`config.mk`:
```
export PLATFORM = sky130hd
export DESIGN_NAME = stereo_six_band_svf_eq_core
export DESIGN_NICKNAME = d
export VERILOG_FILES = /design/src/design/sse_pkg.sv /design/src/design/sse_datapath.sv /design/src/design/sse_controller.sv /design/src/design/stereo_six_band_svf_eq_core.sv
export VERILOG_INCLUDE_DIRS = /design/src /design/src/design
export SDC_FILE = /design/constraint.sdc
export NUM_CORES = 2
export LEC_CHECK = 0
export ABC_AREA = 1
export BUFFER_PORTS_ARGS = -buffer_cell sky130_fd_sc_hd__buf_2
export CAP_MARGIN = 30
export CORE_MARGIN = 2
export CORE_UTILIZATION = 35
export DETAILED_ROUTE_END_ITERATION = 6
export SYNTH_ARGS = -nofsm -noshare
export SYNTH_HDL_FRONTEND = slang
export SYNTH_SLANG_ARGS = --single-unit
```
`constraint.sdc`:
```
create_clock -name clk -period 9.2 [get_ports clk]
set_clock_uncertainty 0.15 [all_clocks]
set_input_delay 1.38 -clock clk [delete_from_list [all_inputs] [get_ports clk]]
set_output_delay 1.38 -clock clk [all_outputs]
set_load 0.005 [all_outputs]
```
`src/design/stereo_six_band_svf_eq_core_macros.svh`:
```
// Assertion macros shared by the equaliser modules.
`ifndef STEREO_SIX_BAND_SVF_EQ_CORE_MACROS_SVH
`define STEREO_SIX_BAND_SVF_EQ_CORE_MACROS_SVH
`ifndef NO_ASSERTIONS
`define SSE_ASSERT_IMPL(label, clk, rst_n, ante, cons) \
    label: assert property (@(posedge clk) disable iff (!rst_n) (ante) |-> (cons)) \
        else $error("assertion failed");
`define SSE_ASSERT_NEXT(label, clk, rst_n, ante, cons) \
    label: assert property (@(posedge clk) disable iff (!rst_n) (ante) |=> (cons)) \
        else $error("assertion failed");
`else
`define SSE_ASSERT_IMPL(label, clk, rst_n, ante, cons)
`define SSE_ASSERT_NEXT(label, clk, rst_n, ante, cons)
`endif
`endif

```
`src/design/sse_pkg.sv`:
```
// Shared types and constants for the stereo state-variable filter equaliser.
`timescale 1ns / 1ps
package sse_pkg;
    localparam int COEF_REGS = 6;
    localparam logic [2:0] REG_ENABLE = 3'd0;

    typedef enum logic [3:0] {
        OP_LOAD, OP_HP1, OP_HP2, OP_HP3, OP_HP4, OP_BP1, OP_BP2, OP_LP1, OP_LP2,
        OP_Z1, OP_Z2, OP_Y1, OP_Y2
    } op_t;

    typedef struct packed {
        logic load_x;
        logic step;
        op_t  op;
        logic save;
    } dp_cmd_t;

    function automatic logic signed [31:0] sat32(input logic signed [47:0] v);
        if (v > 48'sh0000_7FFF_FFFF) return 32'sh7FFF_FFFF;
        if (v < -48'sh0000_8000_0000) return 32'sh8000_0000;
        return v[31:0];
    endfunction
endpackage

```
`src/design/sse_datapath.sv`:
```
// Shared multiplier datapath that runs one band step at a time.
`timescale 1ns / 1ps
`include "stereo_six_band_svf_eq_core_macros.svh"
module sse_datapath #(
    parameter int BAND_COUNT   = 6,
    parameter int SAMPLE_WIDTH = 24,
    parameter int IW           = $clog2(BAND_COUNT * 4)
) (
    input  logic                           clk,
    input  logic                           rst_n,
    input  sse_pkg::dp_cmd_t               cmd,
    input  logic [IW-1:0]                  base,
    input  logic [63:0]                    coef,
    input  logic signed [SAMPLE_WIDTH-1:0] x_in,
    output logic signed [SAMPLE_WIDTH-1:0] y_out
);
    localparam int DEPTH = BAND_COUNT * 4;
    logic signed [31:0] store_reg [DEPTH];
    logic [DEPTH-1:0]   vld_reg, vld_next;
    logic signed [31:0] x_reg, x_next, z1_reg, z1_next, z2_reg, z2_next;
    logic signed [39:0] t_reg, t_next;
    logic signed [31:0] hp_reg, hp_next, bp_reg, bp_next;
    logic signed [31:0] lp_reg, lp_next;
    logic signed [47:0] ghp_reg, ghp_next, gbp_reg, gbp_next;
    logic signed [56:0] p_reg, p_next;
    logic signed [39:0] ma;
    logic signed [16:0] mb;
    logic signed [16:0] g_s, g1_s, d_s, gm_s;
    logic signed [47:0] rnd;
    logic [4:0] sh;
    logic signed [SAMPLE_WIDTH-1:0] hi_c, lo_c;

    assign g_s  = {1'b0, coef[15:0]};
    assign g1_s = {1'b0, coef[31:16]};
    assign d_s  = {1'b0, coef[47:32]};
    assign gm_s = {coef[63], coef[63:48]};
    assign hi_c = {1'b0, {(SAMPLE_WIDTH-1){1'b1}}};
    assign lo_c = {1'b1, {(SAMPLE_WIDTH-1){1'b0}}};

    always_comb
    begin
        ma = '0;
        mb = '0;
        sh = 5'd14;
        case (cmd.op)
            sse_pkg::OP_HP1: begin ma = 40'(z1_reg); mb = g1_s; sh = 5'd12; end
            sse_pkg::OP_HP3: begin ma = t_reg; mb = d_s; sh = 5'd16; end
            sse_pkg::OP_BP1: begin ma = 40'(hp_reg); mb = g_s; end
            sse_pkg::OP_LP1: begin ma = 40'(bp_reg); mb = g_s; end
            sse_pkg::OP_Y1:  begin ma = 40'(bp_reg); mb = gm_s; end
            default: ;
        endcase
        p_next = ma * mb;
        rnd = 48'((p_reg + (57'sd1 <<< (sh - 5'd1))) >>> sh);
    end

    always_comb
    begin
        x_next = x_reg; z1_next = z1_reg; z2_next = z2_reg; t_next = t_reg;
        hp_next = hp_reg; bp_next = bp_reg; lp_next = lp_reg;
        ghp_next = ghp_reg; gbp_next = gbp_reg; vld_next = vld_reg;
        if (cmd.load_x)
            x_next = 32'(x_in);
        if (cmd.step)
        begin
            case (cmd.op)
                sse_pkg::OP_LOAD: begin
                    z1_next = vld_reg[base] ? store_reg[base] : '0;
                    z2_next = vld_reg[IW'(base + 1'b1)] ? store_reg[IW'(base + 1'b1)] : '0;
                end
                sse_pkg::OP_HP2: t_next = 40'(57'(x_reg) - ((p_reg + 57'sd2048) >>> 12)
                                         - 57'(z2_reg));
                sse_pkg::OP_HP3: ;
                sse_pkg::OP_HP4: hp_next = sse_pkg::sat32(48'((p_reg + 57'sd32768) >>> 16));
                sse_pkg::OP_BP2: begin
                    ghp_next = rnd;
                    bp_next = sse_pkg::sat32(rnd + 48'(z1_reg));
                end
                sse_pkg::OP_LP2: begin
                    gbp_next = rnd;
                    lp_next = sse_pkg::sat32(rnd + 48'(z2_reg));
                end
                sse_pkg::OP_Z1: z1_next = sse_pkg::sat32(ghp_reg + 48'(bp_reg));
                sse_pkg::OP_Z2: z2_next = sse_pkg::sat32(gbp_reg + 48'(lp_reg));
                sse_pkg::OP_Y2: x_next = sse_pkg::sat32(48'(x_reg) + rnd);
                default: ;
            endcase
        end
        if (cmd.save)
        begin
            vld_next[base] = 1'b1;
            vld_next[IW'(base + 1'b1)] = 1'b1;
        end
    end

    // The product for HP2 must use the 12-bit scale; p_reg is shared so HP2 is a pure add.
    always_ff @(posedge clk or negedge rst_n)
    begin
        if (!rst_n)
        begin
            vld_reg <= '0;
        end
        else
        begin
            vld_reg <= vld_next;
        end
    end

    always_ff @(posedge clk)
    begin
        x_reg <= x_next; z1_reg <= z1_next; z2_reg <= z2_next; t_reg <= t_next;
        hp_reg <= hp_next; bp_reg <= bp_next; lp_reg <= lp_next;
        ghp_reg <= ghp_next; gbp_reg <= gbp_next; p_reg <= p_next;
        if (cmd.save)
        begin
            store_reg[base] <= z1_reg;
            store_reg[IW'(base + 1'b1)] <= z2_reg;
        end
    end

    always_comb
    begin
        if (x_reg > 32'(hi_c)) y_out = hi_c;
        else if (x_reg < 32'(lo_c)) y_out = lo_c;
        else y_out = x_reg[SAMPLE_WIDTH-1:0];
    end

    `SSE_ASSERT_IMPL(a_save_even, clk, rst_n, cmd.save, base[0] == 1'b0)
    `SSE_ASSERT_NEXT(a_save_valid, clk, rst_n, cmd.save, vld_reg[$past(base)])
    `SSE_ASSERT_IMPL(a_no_mix, clk, rst_n, cmd.save, !cmd.step)
endmodule

```
`src/design/sse_controller.sv`:
```
// Sequencer that walks both channels through every band step by step, or just signals done when filtering is off.
`timescale 1ns / 1ps
`include "stereo_six_band_svf_eq_core_macros.svh"
module sse_controller #(
    parameter int BAND_COUNT = 6,
    parameter int IW         = $clog2(BAND_COUNT * 4)
) (
    input  logic             clk,
    input  logic             rst_n,
    input  logic             start,
    input  logic             enable,
    output logic             busy,
    output logic             side,
    output logic             cap_left,
    output logic             done,
    output logic [IW-1:0]    base,
    output logic [$clog2(BAND_COUNT+1)-1:0] band,
    output sse_pkg::dp_cmd_t cmd
);
    typedef enum logic [2:0] {S_IDLE, S_LOADX, S_RUN, S_SAVE, S_CAP} state_t;
    localparam int BW = $clog2(BAND_COUNT + 1);
    state_t state_reg, state_next;
    sse_pkg::op_t op_reg, op_next;
    logic [BW-1:0] band_reg, band_next;
    logic side_reg, side_next;

    always_comb
    begin
        state_next = state_reg; op_next = op_reg; band_next = band_reg;
        side_next = side_reg;
        cmd = '{load_x: 1'b0, step: 1'b0, op: op_reg, save: 1'b0};
        cap_left = 1'b0; done = 1'b0;
        unique case (state_reg)
            S_IDLE: if (start)
            begin
                if (enable) begin state_next = S_LOADX; side_next = 1'b0; end
                else done = 1'b1;
            end
            S_LOADX: begin
                cmd.load_x = 1'b1; band_next = '0; op_next = sse_pkg::OP_LOAD;
                state_next = S_RUN;
            end
            S_RUN: begin
                cmd.step = 1'b1;
                if (op_reg == sse_pkg::OP_Y2) state_next = S_SAVE;
                else op_next = sse_pkg::op_t'(op_reg + 1'b1);
            end
            S_SAVE: begin
                cmd.save = 1'b1; op_next = sse_pkg::OP_LOAD;
                if (band_reg == BW'(BAND_COUNT - 1)) state_next = S_CAP;
                else begin band_next = band_reg + 1'b1; state_next = S_RUN; end
            end
            S_CAP: begin
                if (!side_reg)
                begin
                    cap_left = 1'b1; side_next = 1'b1; state_next = S_LOADX;
                end
                else
                begin
                    done = 1'b1; state_next = S_IDLE;
                end
            end
            default: state_next = S_IDLE;
        endcase
    end

    always_ff @(posedge clk or negedge rst_n)
    begin
        if (!rst_n)
        begin
            state_reg <= S_IDLE; op_reg <= sse_pkg::OP_LOAD; band_reg <= '0;
            side_reg <= 1'b0;
        end
        else
        begin
            state_reg <= state_next; op_reg <= op_next; band_reg <= band_next;
            side_reg <= side_next;
        end
    end

    assign busy = (state_reg != S_IDLE);
    assign side = side_reg;
    assign band = band_reg;
    assign base = IW'({band_reg, side_reg, 1'b0});

    `SSE_ASSERT_IMPL(a_band_range, clk, rst_n, busy, band_reg < BW'(BAND_COUNT))
    `SSE_ASSERT_NEXT(a_done_idle, clk, rst_n, done && busy, !busy)
    `SSE_ASSERT_NEXT(a_cap_reload, clk, rst_n, cap_left, state_reg == S_LOADX)
endmodule

```
`src/design/stereo_six_band_svf_eq_core.sv`:
```
// Top level of the stereo six-band state-variable filter equaliser.
`timescale 1ns / 1ps
// One stereo word is taken at a time. With filtering on, each channel
// runs BAND_COUNT bands in turn on one shared multiplier; in bypass a
// word goes from the input registers straight to the output register.
// The result sits in an output register, and the next word is taken
// while it waits.
module stereo_six_band_svf_eq_core #(
    parameter int BAND_COUNT   = 6,
    parameter int SAMPLE_WIDTH = 24
) (
    input  logic                           clk,
    input  logic                           rst_n,
    input  logic                           in_valid,
    output logic                           in_ready,
    input  logic signed [SAMPLE_WIDTH-1:0] left_in,
    input  logic signed [SAMPLE_WIDTH-1:0] right_in,
    input  logic                           end_of_block,
    output logic                           out_valid,
    input  logic                           out_ready,
    output logic signed [SAMPLE_WIDTH-1:0] left_out,
    output logic signed [SAMPLE_WIDTH-1:0] right_out,
    output logic                           end_of_block_out,
    input  logic                           cfg_valid,
    output logic                           cfg_ready,
    input  logic [2:0]                     cfg_index,
    input  logic [63:0]                    cfg_data
);
    localparam int IW = $clog2(BAND_COUNT * 4);
    localparam int BW = $clog2(BAND_COUNT + 1);
    logic en_reg;
    logic [63:0] coef_reg [sse_pkg::COEF_REGS];
    logic signed [SAMPLE_WIDTH-1:0] l_reg, r_reg, lo_reg, ro_reg, y, y_l_reg;
    logic eob_reg, eobo_reg, ov_reg, pend_reg;
    logic start, busy, side, cap_left, done;
    logic [IW-1:0] base;
    logic [BW-1:0] band;
    logic [63:0] coef;
    sse_pkg::dp_cmd_t cmd;

    assign cfg_ready = 1'b1;
    assign in_ready = !pend_reg;
    assign start = pend_reg && !busy && (!ov_reg || out_ready);
    assign coef = (32'(band) < sse_pkg::COEF_REGS) ? coef_reg[band[2:0]] : 64'd0;

    always_ff @(posedge clk or negedge rst_n)
    begin
        if (!rst_n)
        begin
            en_reg <= 1'b0; ov_reg <= 1'b0; pend_reg <= 1'b0;
            for (int i = 0; i < sse_pkg::COEF_REGS; i++) coef_reg[i] <= '0;
        end
        else
        begin
            if (cfg_valid)
            begin
                if (cfg_index == sse_pkg::REG_ENABLE) en_reg <= cfg_data[0];
                else if (32'(cfg_index) <= sse_pkg::COEF_REGS)
                    coef_reg[cfg_index - 3'd1] <= cfg_data;
            end
            if (in_valid && in_ready) pend_reg <= 1'b1;
            else if (done) pend_reg <= 1'b0;
            if (done) ov_reg <= 1'b1;
            else if (out_ready) ov_reg <= 1'b0;
        end
    end

    always_ff @(posedge clk)
    begin
        if (in_valid && in_ready)
        begin
            l_reg <= left_in; r_reg <= right_in; eob_reg <= end_of_block;
        end
        if (cap_left) y_l_reg <= y;
        if (done)
        begin
            lo_reg <= en_reg ? y_l_reg : l_reg;
            ro_reg <= en_reg ? y : r_reg;
            eobo_reg <= eob_reg;
        end
    end

    sse_controller #(.BAND_COUNT(BAND_COUNT)) u_ctrl (
        .clk(clk), .rst_n(rst_n), .start(start), .enable(en_reg), .busy(busy),
        .side(side), .cap_left(cap_left), .done(done), .base(base), .band(band),
        .cmd(cmd)
    );

    sse_datapath #(.BAND_COUNT(BAND_COUNT), .SAMPLE_WIDTH(SAMPLE_WIDTH)) u_dp (
        .clk(clk), .rst_n(rst_n), .cmd(cmd), .base(base), .coef(coef),
        .x_in(side ? r_reg : l_reg), .y_out(y)
    );

    assign out_valid = ov_reg;
    assign left_out = lo_reg;
    assign right_out = ro_reg;
    assign end_of_block_out = eobo_reg;
endmodule

```
==> results.cfg <==
[run_status]
status = finished, final reports clean

[worst_setup_path]
path_delay_family = adder cells
required_ns = 9.85
path_common_cell = fa_1
arrival_ns = 9.48
path_class = flip-flop to flip-flop
crit_buf_inv = 7
end_kind = flip-flop
crit_slowest_cell = nor2_1
critPathMaxStageDelay_ns = 0.69
setup.worst_path.start_class = flip-flop
cp_max_fo = 23

[global_routing]
grt.overflow.total = 0
grt_max_degree = 146
grt_pass1_wl_microns = 644000
grt_usage_pct = 26.3
grt_pass1_vias = 92500
antenna_found_initial = 31

[final_layout]
layout-drive-gt1-share_pct = 7.90
stdcell_count = 18000
fill_cells = 32900
final_nets = 14800
largest_register_ffs = 768
area_growth_pct = 13.3

[placement]
dp_cells = 17600
place_congestion = 0.997
hpwl_microns = 338000
io_buffers = 171

[die]
dieWidth_microns = 576
placeableCoreArea_sq_um = 325000
io_pins = 173
fp-row-count = 209
dieHeight_microns = 576
start_util_pct = 35.2
die_area_sq_um = 331000

[logic_synthesis]
synthAdderAreaFrac_pct = 16.8
ys_types = 68
synth_compound_area_share_pct = 12.6
avgSynthCellArea_sq_um = 8.72
synth-seq-area-share_pct = 41.9
synth_area_sq_um = 114000
async_reset_ff_share_pct = 24.9
synth-edff-count = 1186
synth-xor-area-share_pct = 2.70
yosys_warnings = 0
synthCells = 13100
synth_mux_area_share_pct = 0.00875
synth_top_family_by_area = simple AND/OR/NAND/NOR gates
synth_seq_cells = 1696
synthFlopType = edfxtp_1
synth-simple-area-share_pct = 18.4

[clocking]
insertion_delay_ns = 0.90
cts_max_level = 4
cts_made_buffers = 190
ctsHoldBuffers = 0
postCtsSetupRepairBufs = 0
cts.clk_slew.worst_paths_ns = 0.07
cts_tree = yes
cts_buffer_depth = 4
cts.sinks = 1696
cts-root-buf = clkbuf_16

[sta]
period_share_pct = 96.0
max-slew-margin-rel_pct = 26.5
hold_violations = 0
setup_viol = 0
max_slew.worst_pin.slew_ns = 1.09
rsz0062_at_grt = false
setup_tns_ns = 0
fmax_ghz = 0.113
report.final.slew_viol_count = 0
fin_crit_ns = 8.84

[routing]
drt_wl_total_microns = 444000
detail-route-antenna-nets = 0
route.detailed.drc = 0
dr_total_vias = 95200
drtPass1Iterations = 7
drt_iter0_drc = 10200
viasPerCell = 5.28
wl_per_cell_microns = 24.6

[min_path]
hp-class = flip-flop to flip-flop

[flow_run]
cap_violations = 0
kinds of logic after synthesis:
group	after synthesis
xor+xnor	352
simple gates	5269
other cells	2
fa+ha+maj	1120
flops	1696
compound gates	2423
mux	1
buf+inv	2251
metrics by stage:
step | setup WS, ns | hold WS [ns] | cell area (sq um) | utilization, %
floorplan | 2.00 | 0.250 | 114000 | -
global placement | 0.452 | 0.256 | 123000 | 37.9
detailed placement | 0.503 | 0.258 | 123000 | 38.0
CTS | 0.446 | 0.273 | 129000 | 39.9
global route | 0.00150 | 0.273 | 129000 | 39.9
finish | 0.364 | 0.277 | 129000 | 39.9
synthesized netlist by cell type, drive strengths merged, types with 2 or more instances:
cell type | instances | area share (%)
a211oi | 6 | 0.039
a21boi | 86 | 0.56
a21o | 21 | 0.14
a21oi | 634 | 2.8
a221oi | 5 | 0.060
a22o | 37 | 0.28
a22oi | 384 | 2.5
a31oi | 51 | 0.28
and2 | 12 | 0.066
and3 | 5 | 0.027
buf | 111 | 0.57
clkbuf | 336 | 1.1
clkinv | 23 | 0.075
conb | 2 | 0.0066
dfrtp | 422 | 9.2
dfxtp | 88 | 1.5
edfxtp | 1186 | 31
fa | 685 | 12
ha | 435 | 4.8
inv | 1781 | 5.8
nand2 | 3251 | 11
nand3 | 318 | 1.4
nand3b | 13 | 0.092
nand4 | 133 | 0.73
nor2 | 1416 | 4.7
nor3 | 83 | 0.40
nor4 | 24 | 0.15
o2111ai | 3 | 0.023
o211ai | 40 | 0.27
o21a | 37 | 0.24
o21ai | 906 | 4.0
o21bai | 46 | 0.31
o221ai | 73 | 0.56
o22ai | 17 | 0.093
o31ai | 72 | 0.47
or2 | 14 | 0.079
xnor2 | 128 | 0.98
xor2 | 224 | 1.7
area by class of cell:
| cell class | instances | area, sq um | share of cell area, % |
|---|---|---|---|
| antenna | 40 | 100 | 0.0773 |
| clock buffer | 241 | 5070 | 3.91 |
| clock inverter | 103 | 1070 | 0.830 |
| inverter | 1804 | 6800 | 5.25 |
| multi-input combinational | 9178 | 58100 | 44.8 |
| sequential | 1696 | 47900 | 37.0 |
| tap | 4325 | 5410 | 4.18 |
| timing repair buffer | 647 | 5030 | 3.88 |
what timing repair did:
item	in CTS	in global routing
endpoints found under the setup margin	0	1
resized for setup	0	3
endpoints found under the hold margin	0	0
routing by layer:
| metal | GRT usage, % | wire (microns) | part of all wire, % | up-vias |
|---|---|---|---|---|
| met5 | 0 | 53 | 0.012 | - |
| met2 | 42.5 | 205000 | 46 | 3666 |
| li1 | - | - | - | 43900 |
| met4 | 10.8 | 19800 | 4.5 | 8 |
| met1 | 35.8 | 189000 | 43 | 47000 |
| met3 | 3.22 | 29900 | 6.7 | 654 |
cells in the final DEF, fill, tap and decap left out, drive strengths merged, types with 318 or more instances in the layout:
cell type and instances:
buf 647, o21ai 906, dfrtp 422, nor2 1416
nand2 3251, nand3 318, inv 1792, a21oi 634
ha 435, a22oi 384, fa 685, edfxtp 1186
path summary, 6_finish.rpt:
path                       cells after the start               end  slack, ns        startpoint
setup / recovery                              27    u_dp.p_reg[56]       0.36  u_ctrl.op_reg[1]
hold / removal                                 0  end_of_block_out       0.28           eob_reg
setup reg to reg                              27    u_dp.p_reg[56]       0.36  u_ctrl.op_reg[1]
hold reg to reg                                0  end_of_block_out       0.28           eob_reg
max in group asynchronous                      3       u_ctrl.side       6.67             rst_n
min in group asynchronous                      1     coef_reg[195]       0.31             rst_n
Power is not shown: default switching activity piles up to over one toggle a cycle in this logic, so the estimate is an artifact.
